`config.mk`:
```
export PLATFORM = sky130hd
export DESIGN_NAME = puck_trajectory_intercept_planner
export DESIGN_NICKNAME = d
export VERILOG_FILES = /design/src/design/ptip_pkg.sv /design/src/design/ptip_step.sv /design/src/design/puck_trajectory_intercept_planner.sv
export SDC_FILE = /design/constraint.sdc
export NUM_CORES = 1
export LEC_CHECK = 0
export ABC_AREA = 1
export BUFFER_PORTS_ARGS = -buffer_cell sky130_fd_sc_hd__buf_2
export CAP_MARGIN = 30
export CORE_MARGIN = 4
export CORE_UTILIZATION = 35
export CTS_BUF_LIST = sky130_fd_sc_hd__clkbuf_16
export DETAILED_ROUTE_END_ITERATION = 8
export PLACE_DENSITY = 0.57
export SKIP_CTS_REPAIR_TIMING = 1
export SLEW_MARGIN = 20
export SYNTH_ARGS = -nofsm -noshare
export SYNTH_HDL_FRONTEND = slang
export SYNTH_SLANG_ARGS = --single-unit
```
`constraint.sdc`:
```
create_clock -name clk -period 22.2 [get_ports clk]
set_input_delay 4.44 -clock clk [delete_from_list [all_inputs] [get_ports clk]]
set_output_delay 4.44 -clock clk [all_outputs]
set_load 0.01 [all_outputs]
```
`src/design/ptip_pkg.sv`:
```
// Shared types, constants and a saturation helper for the puck intercept planner.
`default_nettype none
package ptip_pkg;

	localparam int POS_W = 24;
	localparam int VEL_W = 16;
	localparam int VST_W = VEL_W + 1;
	localparam int BND_W = 23;
	localparam int STP_W = 10;
	localparam int BNC_W = 3;
	localparam int CFG_IDX_W = 3;
	localparam int CFG_DAT_W = 24;
	localparam int SUM_W = POS_W + 1;

	localparam logic [BNC_W-1:0] BOUNCE_LIMIT = 3'd2;

	typedef enum logic [CFG_IDX_W-1:0] {
		REG_TABLE_BOUND_X = 3'd0,
		REG_TABLE_BOUND_Y = 3'd1,
		REG_IMPACT_LINE_X = 3'd2,
		REG_SHOOT_WINDOW  = 3'd3,
		REG_BLOCK_BACKOFF = 3'd4,
		REG_HOME_X        = 3'd5,
		REG_HOME_Y        = 3'd6,
		REG_HORIZON       = 3'd7
	} reg_idx_t;

	typedef enum logic [1:0] {
		ACT_HOME  = 2'd0,
		ACT_BLOCK = 2'd1,
		ACT_SHOOT = 2'd2
	} action_t;

	typedef enum logic [1:0] {
		S_IDLE,
		S_WALK,
		S_FINISH
	} state_t;

	typedef struct packed {
		logic signed [POS_W-1:0] x;
		logic signed [POS_W-1:0] y;
		logic signed [VST_W-1:0] vx;
		logic signed [VST_W-1:0] vy;
	} walk_t;

	typedef struct packed {
		logic flip_x;
		logic flip_y;
		logic crossed;
	} step_flags_t;

	// clamp a 25-bit signed value to the 24-bit position range
	function automatic logic signed [POS_W-1:0] sat_pos(input logic signed [SUM_W-1:0] v);
		logic signed [POS_W-1:0] r;
		if (v[SUM_W-1] != v[SUM_W-2])
			r = v[SUM_W-1] ? {1'b1, {(POS_W-1){1'b0}}} : {1'b0, {(POS_W-1){1'b1}}};
		else
			r = v[POS_W-1:0];
		return r;
	endfunction

endpackage
`default_nettype wire

```
`src/design/ptip_step.sv`:
```
// One tick of the puck walk: wall reflection, position update, line test.
`default_nettype none
module ptip_step (
	input  wire ptip_pkg::walk_t                    cur,
	input  wire logic [ptip_pkg::BND_W-1:0]         bound_x,
	input  wire logic [ptip_pkg::BND_W-1:0]         bound_y,
	input  wire logic signed [ptip_pkg::POS_W-1:0]  line_x,
	output ptip_pkg::walk_t                         nxt,
	output ptip_pkg::step_flags_t                   flags
);
	import ptip_pkg::*;

	logic signed [SUM_W-1:0] x_ext, y_ext, bx_ext, by_ext;
	logic signed [SUM_W-1:0] sum_x, sum_y;
	logic signed [VST_W-1:0] vx_n, vy_n;

	always_comb begin
		x_ext  = {cur.x[POS_W-1], cur.x};
		y_ext  = {cur.y[POS_W-1], cur.y};
		bx_ext = {2'b00, bound_x};
		by_ext = {2'b00, bound_y};

		// |p| > bound, tested on both sides of zero
		flags.flip_x = (x_ext > bx_ext) || (x_ext < -bx_ext);
		flags.flip_y = (y_ext > by_ext) || (y_ext < -by_ext);

		vx_n = flags.flip_x ? -cur.vx : cur.vx;
		vy_n = flags.flip_y ? -cur.vy : cur.vy;

		sum_x = x_ext + {{(SUM_W-VST_W){vx_n[VST_W-1]}}, vx_n};
		sum_y = y_ext + {{(SUM_W-VST_W){vy_n[VST_W-1]}}, vy_n};

		nxt.x  = sat_pos(sum_x);
		nxt.y  = sat_pos(sum_y);
		nxt.vx = vx_n;
		nxt.vy = vy_n;

		flags.crossed = nxt.x < line_x;
	end

endmodule
`default_nettype wire

```
`src/design/puck_trajectory_intercept_planner.sv`:
```
// Sequence: a request is loaded and walked for at most min(horizon, MAX_STEPS) ticks, one tick
// per cycle; the walk stops early on a line crossing or a third bounce, and the result
// then waits in S_FINISH until the output register is free.
// Throughput: one request per walk; the step unit is reused for every tick and in_stall
// stays high from acceptance until the result enters the output register.
// Reset: arst_n clears the sequencer and output valid, and loads the register defaults.
`default_nettype none
module puck_trajectory_intercept_planner #(
	parameter int MAX_STEPS = 1024
) (
	input  wire                                     clk,
	input  wire                                     arst_n,
	input  wire                                     cfg_valid,
	output logic                                    cfg_ready,
	input  wire [ptip_pkg::CFG_IDX_W-1:0]           cfg_index,
	input  wire [ptip_pkg::CFG_DAT_W-1:0]           cfg_data,
	input  wire                                     in_valid,
	output logic                                    in_stall,
	input  wire logic signed [ptip_pkg::POS_W-1:0]  puck_x,
	input  wire logic signed [ptip_pkg::POS_W-1:0]  puck_y,
	input  wire logic signed [ptip_pkg::VEL_W-1:0]  puck_vx,
	input  wire logic signed [ptip_pkg::VEL_W-1:0]  puck_vy,
	output logic                                    out_valid,
	input  wire                                     out_stall,
	output ptip_pkg::action_t                       action,
	output logic signed [ptip_pkg::POS_W-1:0]       target_x,
	output logic signed [ptip_pkg::POS_W-1:0]       target_y,
	output logic [ptip_pkg::STP_W-1:0]              impact_step,
	output logic [ptip_pkg::BNC_W-1:0]              bounce_count
);
	import ptip_pkg::*;

	localparam int MAX_W = $clog2(MAX_STEPS + 1);
	localparam int CNT_W = (MAX_W > STP_W) ? MAX_W : STP_W;
	localparam logic [CNT_W-1:0] MAX_CNT = CNT_W'(MAX_STEPS);

	// configuration registers
	logic [BND_W-1:0]        bound_x_q, bound_y_q, backoff_q;
	logic signed [POS_W-1:0] line_x_q, home_x_q, home_y_q;
	logic [STP_W-1:0]        window_q, horizon_q;

	state_t state_q, state_n;

	walk_t            walk_q, walk_n;
	step_flags_t      flags;
	logic [BNC_W-1:0] bounces_q, bounces_n;
	logic [CNT_W-1:0] cnt_q, limit_q, step_i, limit_in;
	logic [CNT_W-1:0] hit_q;

	logic load, step_en, result_load;

	logic signed [SUM_W-1:0] block_diff;

	assign cfg_ready = 1'b1;

	always_ff @(posedge clk or negedge arst_n) begin
		if (!arst_n) begin
			bound_x_q <= 23'd1400000;
			bound_y_q <= 23'd650000;
			line_x_q  <= -24'sd250000;
			window_q  <= 10'd100;
			backoff_q <= 23'd50000;
			home_x_q  <= -24'sd450000;
			home_y_q  <= 24'sd0;
			horizon_q <= 10'd500;
		end else if (cfg_valid) begin
			unique case (reg_idx_t'(cfg_index))
				REG_TABLE_BOUND_X: bound_x_q <= cfg_data[BND_W-1:0];
				REG_TABLE_BOUND_Y: bound_y_q <= cfg_data[BND_W-1:0];
				REG_IMPACT_LINE_X: line_x_q  <= cfg_data[POS_W-1:0];
				REG_SHOOT_WINDOW:  window_q  <= cfg_data[STP_W-1:0];
				REG_BLOCK_BACKOFF: backoff_q <= cfg_data[BND_W-1:0];
				REG_HOME_X:        home_x_q  <= cfg_data[POS_W-1:0];
				REG_HOME_Y:        home_y_q  <= cfg_data[POS_W-1:0];
				REG_HORIZON:       horizon_q <= cfg_data[STP_W-1:0];
				default: ;
			endcase
		end
	end

	ptip_step u_step (
		.cur     (walk_q),
		.bound_x (bound_x_q),
		.bound_y (bound_y_q),
		.line_x  (line_x_q),
		.nxt     (walk_n),
		.flags   (flags)
	);

	assign bounces_n = bounces_q + BNC_W'(flags.flip_x) + BNC_W'(flags.flip_y);
	assign step_i    = cnt_q + CNT_W'(1);
	assign limit_in  = (CNT_W'(horizon_q) > MAX_CNT) ? MAX_CNT : CNT_W'(horizon_q);

	always_ff @(posedge clk or negedge arst_n) begin
		if (!arst_n)
			state_q <= S_IDLE;
		else
			state_q <= state_n;
	end

	always_comb begin
		state_n     = state_q;
		in_stall    = 1'b1;
		load        = 1'b0;
		step_en     = 1'b0;
		result_load = 1'b0;
		unique case (state_q)
			S_IDLE: begin
				in_stall = 1'b0;
				if (in_valid) begin
					load    = 1'b1;
					state_n = (limit_in == '0) ? S_FINISH : S_WALK;
				end
			end
			S_WALK: begin
				step_en = 1'b1;
				if (flags.crossed || (bounces_n > BOUNCE_LIMIT) || (step_i == limit_q))
					state_n = S_FINISH;
			end
			S_FINISH: begin
				// wait for the output register to free up
				if (!out_valid || !out_stall) begin
					result_load = 1'b1;
					state_n     = S_IDLE;
				end
			end
			default: state_n = S_IDLE;
		endcase
	end

	always_ff @(posedge clk) begin
		if (load) begin
			walk_q.x  <= puck_x;
			walk_q.y  <= puck_y;
			walk_q.vx <= {puck_vx[VEL_W-1], puck_vx};
			walk_q.vy <= {puck_vy[VEL_W-1], puck_vy};
			bounces_q <= '0;
			cnt_q     <= '0;
			hit_q     <= '0;
			limit_q   <= limit_in;
		end else if (step_en) begin
			walk_q    <= walk_n;
			bounces_q <= bounces_n;
			cnt_q     <= step_i;
			if (flags.crossed)
				hit_q <= step_i;
		end
	end

	assign block_diff = {walk_q.x[POS_W-1], walk_q.x} - {2'b00, backoff_q};

	always_ff @(posedge clk or negedge arst_n) begin
		if (!arst_n)
			out_valid <= 1'b0;
		else if (result_load)
			out_valid <= 1'b1;
		else if (out_valid && !out_stall)
			out_valid <= 1'b0;
	end

	always_ff @(posedge clk) begin
		if (result_load) begin
			impact_step  <= hit_q[STP_W-1:0];
			bounce_count <= bounces_q;
			if (hit_q == '0) begin
				action   <= ACT_HOME;
				target_x <= home_x_q;
				target_y <= home_y_q;
			end else if (hit_q < CNT_W'(window_q)) begin
				action   <= ACT_SHOOT;
				target_x <= '0;
				target_y <= '0;
			end else begin
				action   <= ACT_BLOCK;
				target_x <= sat_pos(block_diff);
				target_y <= walk_q.y;
			end
		end
	end

endmodule
`default_nettype wire
```
======== After elaboration in Yosys (flattened, before gate mapping) ========
Cells that the tools add are included.
storage, ports and cells
  register bits after elaboration ......... 345
  input bits .............................. 112
  output and inout port bits .............. 66
  logic and storage cells ................. 110
cells by class
  add/subtract/negate cells ............... 10
  magnitude comparators ................... 8
  equality and inequality tests ........... 16
  multiplexer cells ....................... 29
  reduce and logical (&&, ||, !) cells .... 24
operator list
  cell                                                                     count
  24-bit two-way mux                                                       10
  82-bit two-way mux                                                       2
  24-bit by 17-bit adder with 25-bit output                                2
  24-bit by 25-bit less-than comparator with 1-bit output                  2
  23-bit negator with 25-bit output                                        2
  24-bit > comparator                                                      2
  17-bit two-way mux                                                       2
  17-bit negator                                                           2
  24-bit by 24-bit subtractor with 25-bit output                           1
  24-bit less-than comparator                                              1
  11-bit logical NOT                                                       2
  2-bit AND reduction                                                      9
  3-bit == test (second input constant)                                    4
  11-bit by 1-bit adder with 11-bit output (second input constant)         1
  11-bit == test                                                           1
  10-bit by 11-bit > comparator with 1-bit output (second input constant)  1
  11-bit by 10-bit less-than comparator with 1-bit output                  1
  11-bit two-way mux                                                       1
  2-bit two-way mux                                                        5
  1-bit two-way mux                                                        8
  3-bit by 1-bit adder with 3-bit output                                   2
  3-bit by 2-bit == test with 1-bit output (second input constant)         2
  2-bit != test (second input constant)                                    3
  2-bit case mux with 3 select lines                                       1
  12 further kinds                                                         20

======== Longest topological paths before layout ========
Gate-level depths: netlist of run 1.
  word-level depth ........................ 12
  mapped depth ............................ 54
  gate-level depth less buffers ........... 51

======== Cells and area by module ========
From an unflattened synthesis of run 1, not the netlist that was laid out.
unflattened totals
  cell total of the unflattened synthesis .. 2973
  area total of the unflattened synthesis .. 23401.2 sq um
by module, submodules not included
  module                             instances  cells each  area each (sq um)
  puck_trajectory_intercept_planner  1          1691        15596.2
  ptip_step                          1          1282        7805.0

======== Worst setup path before layout of run 1 ========
Ideal clock, no wire load.
  kind .................................... input port to flip-flop
  start ................................... input out_stall
  end ..................................... register action[0] (enable)
  setup time .............................. 505 ps
  arrival time ............................ 7440 ps
  data required time ...................... 21695 ps
  slack ................................... 14255 ps
  cell stages on the path ................. 1
  path buffers ............................ 0
  cell sequence ........................... a21oi_1
between the ends
  longest elaborated chain between the ends .. 4
RTL lines
  element               RTL line                                  source
  start, declared       puck_trajectory_intercept_planner.sv:24   input wire out_stall,
  1-bit logical NOT     puck_trajectory_intercept_planner.sv:122  if (!out_valid || !out_stall) begin
  1-bit logical OR      puck_trajectory_intercept_planner.sv:122
  1-bit two-way mux     puck_trajectory_intercept_planner.sv:122
  1-bit two-way mux     puck_trajectory_intercept_planner.sv:107  unique case (state_q)
  end signal, assigned  puck_trajectory_intercept_planner.sv:166  action <= ACT_HOME;
  end signal, assigned  puck_trajectory_intercept_planner.sv:170  action <= ACT_SHOOT;
  end signal, assigned  puck_trajectory_intercept_planner.sv:174  action <= ACT_BLOCK;
  end, declared         puck_trajectory_intercept_planner.sv:25   output ptip_pkg::action_t action,
No other way between the ends.
A chain may end at the register's enable or synchronous reset.

======== Final worst setup path of run 1 ========
  start ................................... register bound_x_q[1]
  end ..................................... register hit_q[8]
between the ends
  longest elaborated chain between the ends .. 9
RTL lines
  element                                                  RTL line                                  source
  start, declared                                          puck_trajectory_intercept_planner.sv:38   logic [BND_W-1:0] bound_x_q, bound_y_q, backoff_q;
  start signal, assigned                                   puck_trajectory_intercept_planner.sv:68   REG_TABLE_BOUND_X: bound_x_q <= cfg_data[BND_W-1:0];
  23-bit negator with 25-bit output                        ptip_step.sv:24                           flags.flip_x = (x_ext > bx_ext) || (x_ext < -bx_ext);
  24-bit by 25-bit less-than comparator with 1-bit output  ptip_step.sv:24
  1-bit logical OR (*)                                     ptip_step.sv:24
  17-bit two-way mux (*)                                   ptip_step.sv:27                           vx_n = flags.flip_x ? -cur.vx : cur.vx;
  24-bit by 17-bit adder with 25-bit output (*)            ptip_step.sv:30                           sum_x = x_ext + {{(SUM_W-VST_W){vx_n[VST_W-1]}}, vx_n};
  24-bit two-way mux or 1-bit != test (tied branches)      ptip_pkg.sv:57, ptip_pkg.sv:56
  24-bit two-way mux (*)                                   ptip_pkg.sv:56                            if (v[SUM_W-1] != v[SUM_W-2])
  24-bit less-than comparator (*)                          ptip_step.sv:38                           flags.crossed = nxt.x < line_x;
  2-bit AND reduction (no source line) (*)                 -
  end signal, assigned                                     puck_trajectory_intercept_planner.sv:146  hit_q <= step_i;
  end, declared                                            puck_trajectory_intercept_planner.sv:48   logic [CNT_W-1:0] hit_q;
Mark *: on every way between the ends. The rest lies on a longest branch, timed or not.

==> results of run 1 <==
[state kept, by name, indices dropped and copies added, names as in the netlist, 23 cells and up]
name,cells
backoff_q,23
target_y,24
home_y_q,24
bound_y_q,23
target_x,24
home_x_q,24
line_x_q,24
bound_x_q,23
walk_q,82
[cell type report]
| class | count | area, um2 |
|---|---|---|
| clock buffer | 47 | 1176 |
| clock inverter | 31 | 166.4 |
| fill | 6334 | 36780 |
| inverter | 336 | 1261 |
| multi-input combinational | 1939 | 11150 |
| sequential | 344 | 9330 |
| tap | 837 | 1047 |
| timing repair buffer | 194 | 1030 |
[metal layers]
metal,up-vias,global-route usage,wire [um]
li1,9426,-,-
met1,8943,0.2652,30210
met2,507,0.3376,32210
met3,108,0.02805,3870
met4,0,0.05877,1955
met5,-,0,0
[cells by family after synthesis]
logic type      count (synthesis)  synth area share
compound gates                627            0.1549
xor+xnor                      104           0.04173
fa+ha+maj                     209            0.1202
buf+inv                       412           0.07100
flops                         344            0.4239
other cells                     1         0.0001704
simple gates                  998            0.1881
[per-stage QoR]
step / instance area (um2) / std cells / hold WS, ps / worst slack [ps] / util
CTS: 25140 / 3727 / 450.3 / 13090 / 0.4059
floorplan: 22010 / 2695 / 408.2 / 14260 / -
global route: 25160 / 3728 / 469.6 / 12100 / 0.4062
detailed placement: 23800 / 3649 / 436.3 / 13140 / 0.3843
global placement: 23790 / 3648 / 423.4 / 13200 / 0.3842
finish: 25160 / 3728 / 446.8 / 13010 / 0.4062
[synth_stat cells, types with 3 or more instances]
master    number
nand2_1      611
inv_1        333
o21ai_0      314
a21oi_1      205
ha_1         205
nor2_1       179
edfxtp_1     155
dfrtp_1      107
nand3_1       77
xor2_1        76
clkbuf_1      66
dfstp_2       57
nand4_1       42
nor3_1        36
xnor2_1       27
dfxtp_1       25
a22o_1        23
nor4_1        16
or2_2         14
a31oi_1       13
a21o_1        12
a211oi_1      10
nand2_2       10
o21ai_1       10
o21a_1         8
o22ai_1        8
o221ai_1       5
a31o_2         4
buf_1          4
buf_2          4
fa_1           4
o21bai_1       4
and2_1         3
clkinv_1       3
nand3_2        3
o211ai_1       3
[worst paths after layout]
kind	end	slack, ps	startpoint
max	hit_q[8]$_SDFFE_PP0P_	13010	bound_x_q[1]$_DFFE_PN0P_
min	bounce_count[0]$_DFFE_PP_	450	bounces_q[0]$_SDFFE_PP0P_
max reg2reg	hit_q[8]$_SDFFE_PP0P_	13010	bound_x_q[1]$_DFFE_PN0P_
min reg2reg	bounce_count[0]$_DFFE_PP_	450	bounces_q[0]$_SDFFE_PP0P_
max in group asynchronous	window_q[9]$_DFFE_PN0P_	17140	arst_n
min in group asynchronous	backoff_q[22]$_DFFE_PN0P_	3820	arst_n
==> flow_metrics.tcl, run 1 <==
set metrics [dict create \
    start_util 0.3553 \
    rows 91 \
    synth_flop_cell "edfxtp_1" \
    critical-path-slowest-cell "a211oi_1" \
    antenna_cells 0 \
    wl_per_cell_um 18.31 \
    status "complete, no violations" \
    yosys.area.top_type "edfxtp_1" \
    antenna_found_initial 9 \
    max_stage_delay_ps 750 \
    required_ps 22700 \
    final_common_cell "nand2_1" \
    cp_max_fo 33 \
    grtUsageTotal 0.1990 \
    ant_nets 0 \
    grt.overflow.total 0 \
    worstPathArrival_ps 9690 \
    dieWidth_um 258.8 \
    dieArea_mm2 0.06696 \
    layout-drive-gt1-share 0.1214 \
    cts_buffers 42 \
    clock_sinks 344 \
    ios 178 \
    syn_area_per_cell_um2 8.167 \
    cp.depth 45 \
    synth-edff-count 155 \
    num_vias 18980 \
    synth-async-reset-ratio 0.4767 \
    first_pass_iters 6 \
    ys_ff_latch 344 \
    area_growth_pct 14.31 \
    period_share 0.4141 \
    syn-num-nets 3016 \
    whs_path_depth 0 \
    globalplace.congestion 0.9475 \
    clock-root-buffer "clkbuf_16" \
    critPathKind "reg2reg" \
    cp-start-kind "register" \
    max_cap_violations 0 \
    reg2reg_depth 45 \
    hold_viol_final 0 \
    insertion_delay_ps 580 \
    worst_slew_pin_slew_ps 907.4 \
    drc 0 \
    yosys.area.top_type_share 0.2115 \
    tritoncts "done" \
    viasPerCell 5.092 \
    ys_seq_area_frac 0.4239 \
    die_h_um 258.8 \
    numPortBuffers 176 \
    min_period_ps 9193 \
    cpMostUsedCell "nand2_1" \
    timing.fmax_mhz 108.8 \
    htreeDepth 2 \
    cp.buffers_inverters 6 \
    hpwlAfterDp_mm 52.39 \
    grt_pass1_wl_mm 105.4 \
    grt_max_degree 69 \
    synth.distinct_cells 53 \
    crit_path_end_kind "register" \
    rsz0062_at_grt "no" \
    finalWirelength_mm 68.24 \
    fin_tns_setup_ps 0 \
    synth_area_mm2 0.02201 \
    syn_inst 2695 \
    skew_ps 20.45 \
    setup_viol 0 \
    core_mm2 0.06194 \
    clkSlewWorstSetupHoldPaths_ps 60 \
    slew_headroom 0.3946 \
    clockBufferDepth 3 \
    ys_warn_count 0 \
    grt_pass1_vias 18720 \
    drt_iter0_markers 1430 \
    final_cell_mix "610 x nand2_1, 342 x inv_1, 314 x o21ai_0" \
    synth.area.top_cells "edfxtp_1 21%, dfrtp_1 12%, ha_1 12%" \
    finalMaxSlewViolations 0 \
    nets 3178 \
    min_path_type "reg2reg" \
    crit_family "simple AND/OR/NAND/NOR gates" \
]
Power of run 1 is left out: the tool's default activity adds up to more than one toggle a clock period on the data nets, which glitch-free logic cannot reach.
==> run 2, diff against run 1 <==
- PLACE_DENSITY: 0.57 -> 0.59
- clock period: 22.2 -> 7.8 ns (I/O delays scaled with it)
==> run 2 against run 1 <==
Compared with the run above:
- flip-flop and latch count is the same
- worst setup slack lost 13000 ps
- critical path type unchanged
- first-iteration DRC count shrank 6.7%
==> flow_metrics.tcl, run 2 (same netlist as run 1, synthesis figures left out) <==
set metrics [dict create \
    status "complete, no violations" \
    dieArea_mm2 0.06696 \
    grt_max_degree 99 \
    num_vias 18860 \
    wl_per_cell_um 17.52 \
    max_stage_delay_ps 410 \
    grtUsageMet1 0.2590 \
    final_cell_mix "604 x nand2_1, 336 x inv_1, 293 x o21ai_0" \
    tritoncts "done" \
    finalMaxSlewViolations 0 \
    core_mm2 0.06194 \
    worst_slew_pin_slew_ps 964.7 \
    drc 0 \
    min_path_type "reg2reg" \
    grtUsageMet3 0.03127 \
    dieWidth_um 258.8 \
    busiest_layer "met2" \
    clockBufferDepth 3 \
    ios 178 \
    globalplace.congestion 0.8963 \
    cp_max_fo 8 \
    skew_ps 23.09 \
    clock_sinks 344 \
    area_growth_pct 17.98 \
    top_register "walk_q" \
    hold_viol_final 0 \
    numPortBuffers 176 \
    grtUsageTotal 0.1910 \
    cts_buffers 40 \
    antenna_found_initial 3 \
    slew_headroom 0.3569 \
    max_cap_violations 0 \
    grt_pass1_wl_mm 101.1 \
    grt.overflow.total 0 \
    start_util 0.3553 \
    grt_use_met2 0.3141 \
    viasPerCell 5.007 \
    finalWirelength_mm 66.01 \
    ant_nets 0 \
    clkSlewWorstSetupHoldPaths_ps 60 \
    die_h_um 258.8 \
    hpwlAfterDp_mm 49.37 \
    fillers 6368 \
    hold_ws_ps 437.2 \
    htreeDepth 2 \
    crit_path_end_kind "register" \
    critical-path-slowest-cell "dfrtp_1" \
    worstPathArrival_ps 7930 \
    setup_viol 0 \
    critPathKind "reg2reg" \
    layout-drive-gt1-share 0.1547 \
    cp-start-kind "register" \
    drt_iter0_markers 1334 \
    period_share 0.9590 \
    first_pass_iters 5 \
    min_period_ps 7480 \
    rows 91 \
    insertion_delay_ps 570 \
    grt_pass1_vias 17880 \
    clock-root-buffer "clkbuf_16" \
    largest_reg_flops 82 \
    final_common_cell "nand2_1" \
    cpMostUsedCell "nand2_1" \
    required_ps 8250 \
    nets 3220 \
    timing.fmax_mhz 133.7 \
]
-- run 2: routing by layer --
layer | routed length (um) | share of wire
met5 | 13 | 0.00020
met4 | 2161 | 0.033
met3 | 3578 | 0.054
met2 | 30610 | 0.46
met1 | 29650 | 0.45
-- run 2: path summary, 6_finish.rpt --
| path | cells after the start | slack (ps) | endpoint | start |
|---|---|---|---|---|
| hold / removal | 0 | 440 | bounce_count[0]$_DFFE_PP_ | bounces_q[0]$_SDFFE_PP0P_ |
| setup / recovery | 44 | 320 | state_q[1]$_DFFE_PN0P_ | bound_x_q[0]$_DFFE_PN0P_ |
| min in group asynchronous | 1 | 930 | backoff_q[21]$_DFFE_PN0P_ | arst_n |
| hold reg to reg | 0 | 440 | bounce_count[0]$_DFFE_PP_ | bounces_q[0]$_SDFFE_PP0P_ |
| setup reg to reg | 44 | 320 | state_q[1]$_DFFE_PN0P_ | bound_x_q[0]$_DFFE_PN0P_ |
| max in group asynchronous | 3 | 5390 | horizon_q[9]$_DFFE_PN0P_ | arst_n |
-- run 2: area by class of cell --
type | count | area [um2] | share of cell area
antenna | 1 | 2.502 | 0.00009637
timing repair buffer | 238 | 1490 | 0.05739
sequential | 344 | 9330 | 0.3593
multi-input combinational | 1939 | 11530 | 0.4441
tap | 837 | 1047 | 0.04033
inverter | 336 | 1264 | 0.04867
clock inverter | 28 | 201.4 | 0.007758
clock buffer | 44 | 1101 | 0.04240
-- run 2: through the flow --
step | util | instance area (um2) | instances | TNS (ps) | setup WS [ps]
after floorplan | - | 22010 | 2695 | 0 | 770.4
after detailed placement | 0.3894 | 24120 | 3683 | -1641 | -184.9
final | 0.4192 | 25970 | 3767 | 0 | 319.6
after global placement | 0.3888 | 24080 | 3681 | 0 | 38.16
after global routing | 0.4192 | 25960 | 3766 | -1359 | -144.9
after CTS | 0.4104 | 25420 | 3755 | -2130 | -224.8
-- run 2: worst max-delay path: cells and delay by family (launching register included) --
kind	cells	cell delay (ps)
simple gates	18	2810
compound gates	12	1870
fa+ha+maj	4	990
buf+inv	8	930
flops	1	410
xor+xnor	2	350
Power of run 2 is left out for the same reason.
==> run 3, diff against run 2 <==
- CORE_UTILIZATION: 35 -> 45
- PLACE_DENSITY: 0.59 -> 0.69
- clock period: 7.8 -> 8.9 ns (I/O delays scaled with it)
==> run 3 against run 2 <==
Compared with the run above:
- clock skew down 2.9 ps
- via count up 1.5%
- count of clock-buffer cells in the layout up 1
- hold slack better by 11 ps
- die area down 22%
- design area down 3.9%
- sequential share of layout area up 1.5 points
- register-to-register slack better by 560 ps
- fmax down 6.7%
- critical path depth up 5
- wire length down 2.7%
- core utilization up 10 points
==> flow_metrics.tcl, run 3 (same netlist as run 1, synthesis figures left out) <==
set metrics [dict create \
    drt_iter0_markers 1549 \
    finalMaxSlewViolations 0 \
    worst_slew_pin_slew_ps 944.2 \
    grtUsageTotal 0.2402 \
    crit_path_end_kind "register" \
    reg2reg_from "bound_x_q[0]$_DFFE_PN0P_" \
    min_period_ps 8020 \
    tritoncts "done" \
    rows 80 \
    setup_viol 0 \
    status "complete, no violations" \
    antenna_cells 0 \
    period_share 0.9011 \
    reg2reg_depth 49 \
    min_path_type "reg2reg" \
    skew_ps 20.19 \
    hold_viol_final 0 \
    cts_buffers 39 \
    clkSlewWorstSetupHoldPaths_ps 60 \
    first_pass_iters 6 \
    area_growth_pct 13.33 \
    m1WireLength_mm 28.15 \
    critPathKind "reg2reg" \
    rr_endpoint "state_q[1]$_DFFE_PN0P_" \
    grt_pass1_vias 18610 \
    ios 178 \
    cp.buffers_inverters 8 \
    core_mm2 0.04805 \
    final_cell_mix "610 x nand2_1, 339 x inv_1, 314 x o21ai_0" \
    clock-root-buffer "clkbuf_16" \
    fin_tns_setup_ps 0 \
    hold_path_end "bounce_count[0]$_DFFE_PP_" \
    layout-drive-gt1-share 0.1258 \
    slew_headroom 0.3705 \
    crit_family "simple AND/OR/NAND/NOR gates" \
    timing.fmax_mhz 124.7 \
    dieArea_mm2 0.05251 \
    route.met2.wl_mm 30.63 \
    max_stage_delay_ps 420 \
    num_vias 19150 \
    nets 3184 \
    max_cap_violations 0 \
    top_layer_used "met5" \
    antenna_found_initial 3 \
    clock_sinks 344 \
    cp_max_fo 33 \
    worstPathArrival_ps 8460 \
    drc 0 \
    largest_reg_flops 82 \
    final_common_cell "nand2_1" \
    min_from "bounces_q[0]$_SDFFE_PP0P_" \
    viasPerCell 5.459 \
    whs_path_depth 0 \
    reg2reg_setup_slack_ps 880 \
    required_ps 9340 \
    dieWidth_um 229.2 \
    globalplace.congestion 0.9353 \
    grt.overflow.total 0 \
    critical-path-slowest-cell "dfrtp_1" \
    rsz0062_at_grt "no" \
    htreeDepth 2 \
    grt_pass1_wl_mm 101.3 \
    cpMostUsedCell "nand2_1" \
    post-route-util 0.5191 \
    grt_max_degree 100 \
    wl_per_cell_um 18.31 \
    ant_nets 0 \
    numPortBuffers 176 \
    start_util 0.4581 \
    met3_length_mm 3.533 \
    top_register "walk_q" \
    insertion_delay_ps 560 \
    cp-start-kind "register" \
    die_h_um 229.2 \
    hpwlAfterDp_mm 48.19 \
    finalWirelength_mm 64.24 \
    clockBufferDepth 3 \
]
run 3: cell types whose count changed in the layout (fill, tap and decap cells not counted), moves of 6 or more:
cell / before / now
nor2_1: 172 / 178
ha_1: 195 / 205
a21oi_1: 191 / 203
a21oi_2: 10 / 1
ha_4: 6 / 0
o21ai_1: 24 / 10
buf_4: 51 / 25
nand2_1: 604 / 610
o21ai_0: 293 / 314
run 3: worst max-delay path by stage:
stage,startpoint,to,slack [ps],depth (start not counted)
2_1_floorplan,bound_x_q[0]$_DFFE_PN0P_,hit_q[4]$_SDFFE_PP0P_,1870,49
3_3_place_gp,bound_x_q[0]$_DFFE_PN0P_,hit_q[5]$_SDFFE_PP0P_,960,46
3_5_place_dp,bound_x_q[0]$_DFFE_PN0P_,hit_q[10]$_SDFFE_PP0P_,740,46
4_1_cts,bound_x_q[0]$_DFFE_PN0P_,hit_q[8]$_SDFFE_PP0P_,680,46
5_1_grt,bound_x_q[2]$_DFFE_PN0P_,hit_q[10]$_SDFFE_PP0P_,50,49
6_report,bound_x_q[0]$_DFFE_PN0P_,state_q[1]$_DFFE_PN0P_,880,49
run 3: layer usage:
layer	vias to the layer above	track usage
met1	9048	0.3225
met4	2	0.06961
met2	550	0.4063
met5	-	0
met3	113	0.03429
li1	9436	-
run 3: layout make-up:
cell class | count | area, um2
fillers | 4538 | 23100
multi-input cells | 1939 | 11180
flip-flops and latches | 344 | 9330
inverters | 336 | 1261
clock buffers | 45 | 1126
repair buffers | 203 | 1122
well taps | 615 | 769.5
clock inverters | 26 | 157.7
run 3: per-stage QoR:
step	instances	hold slack (ps)	cell area [um2]	setup slack, ps
2_1_floorplan	2695	408.2	22010	1870
3_3_place_gp	3434	416.6	23580	961.6
3_5_place_dp	3435	433.9	23580	745.0
4_1_cts	3506	449.0	24870	676.3
5_1_grt	3508	459.3	24940	49.14
6_report	3508	448.6	24940	880.3
Power of run 3 is left out for the same reason.
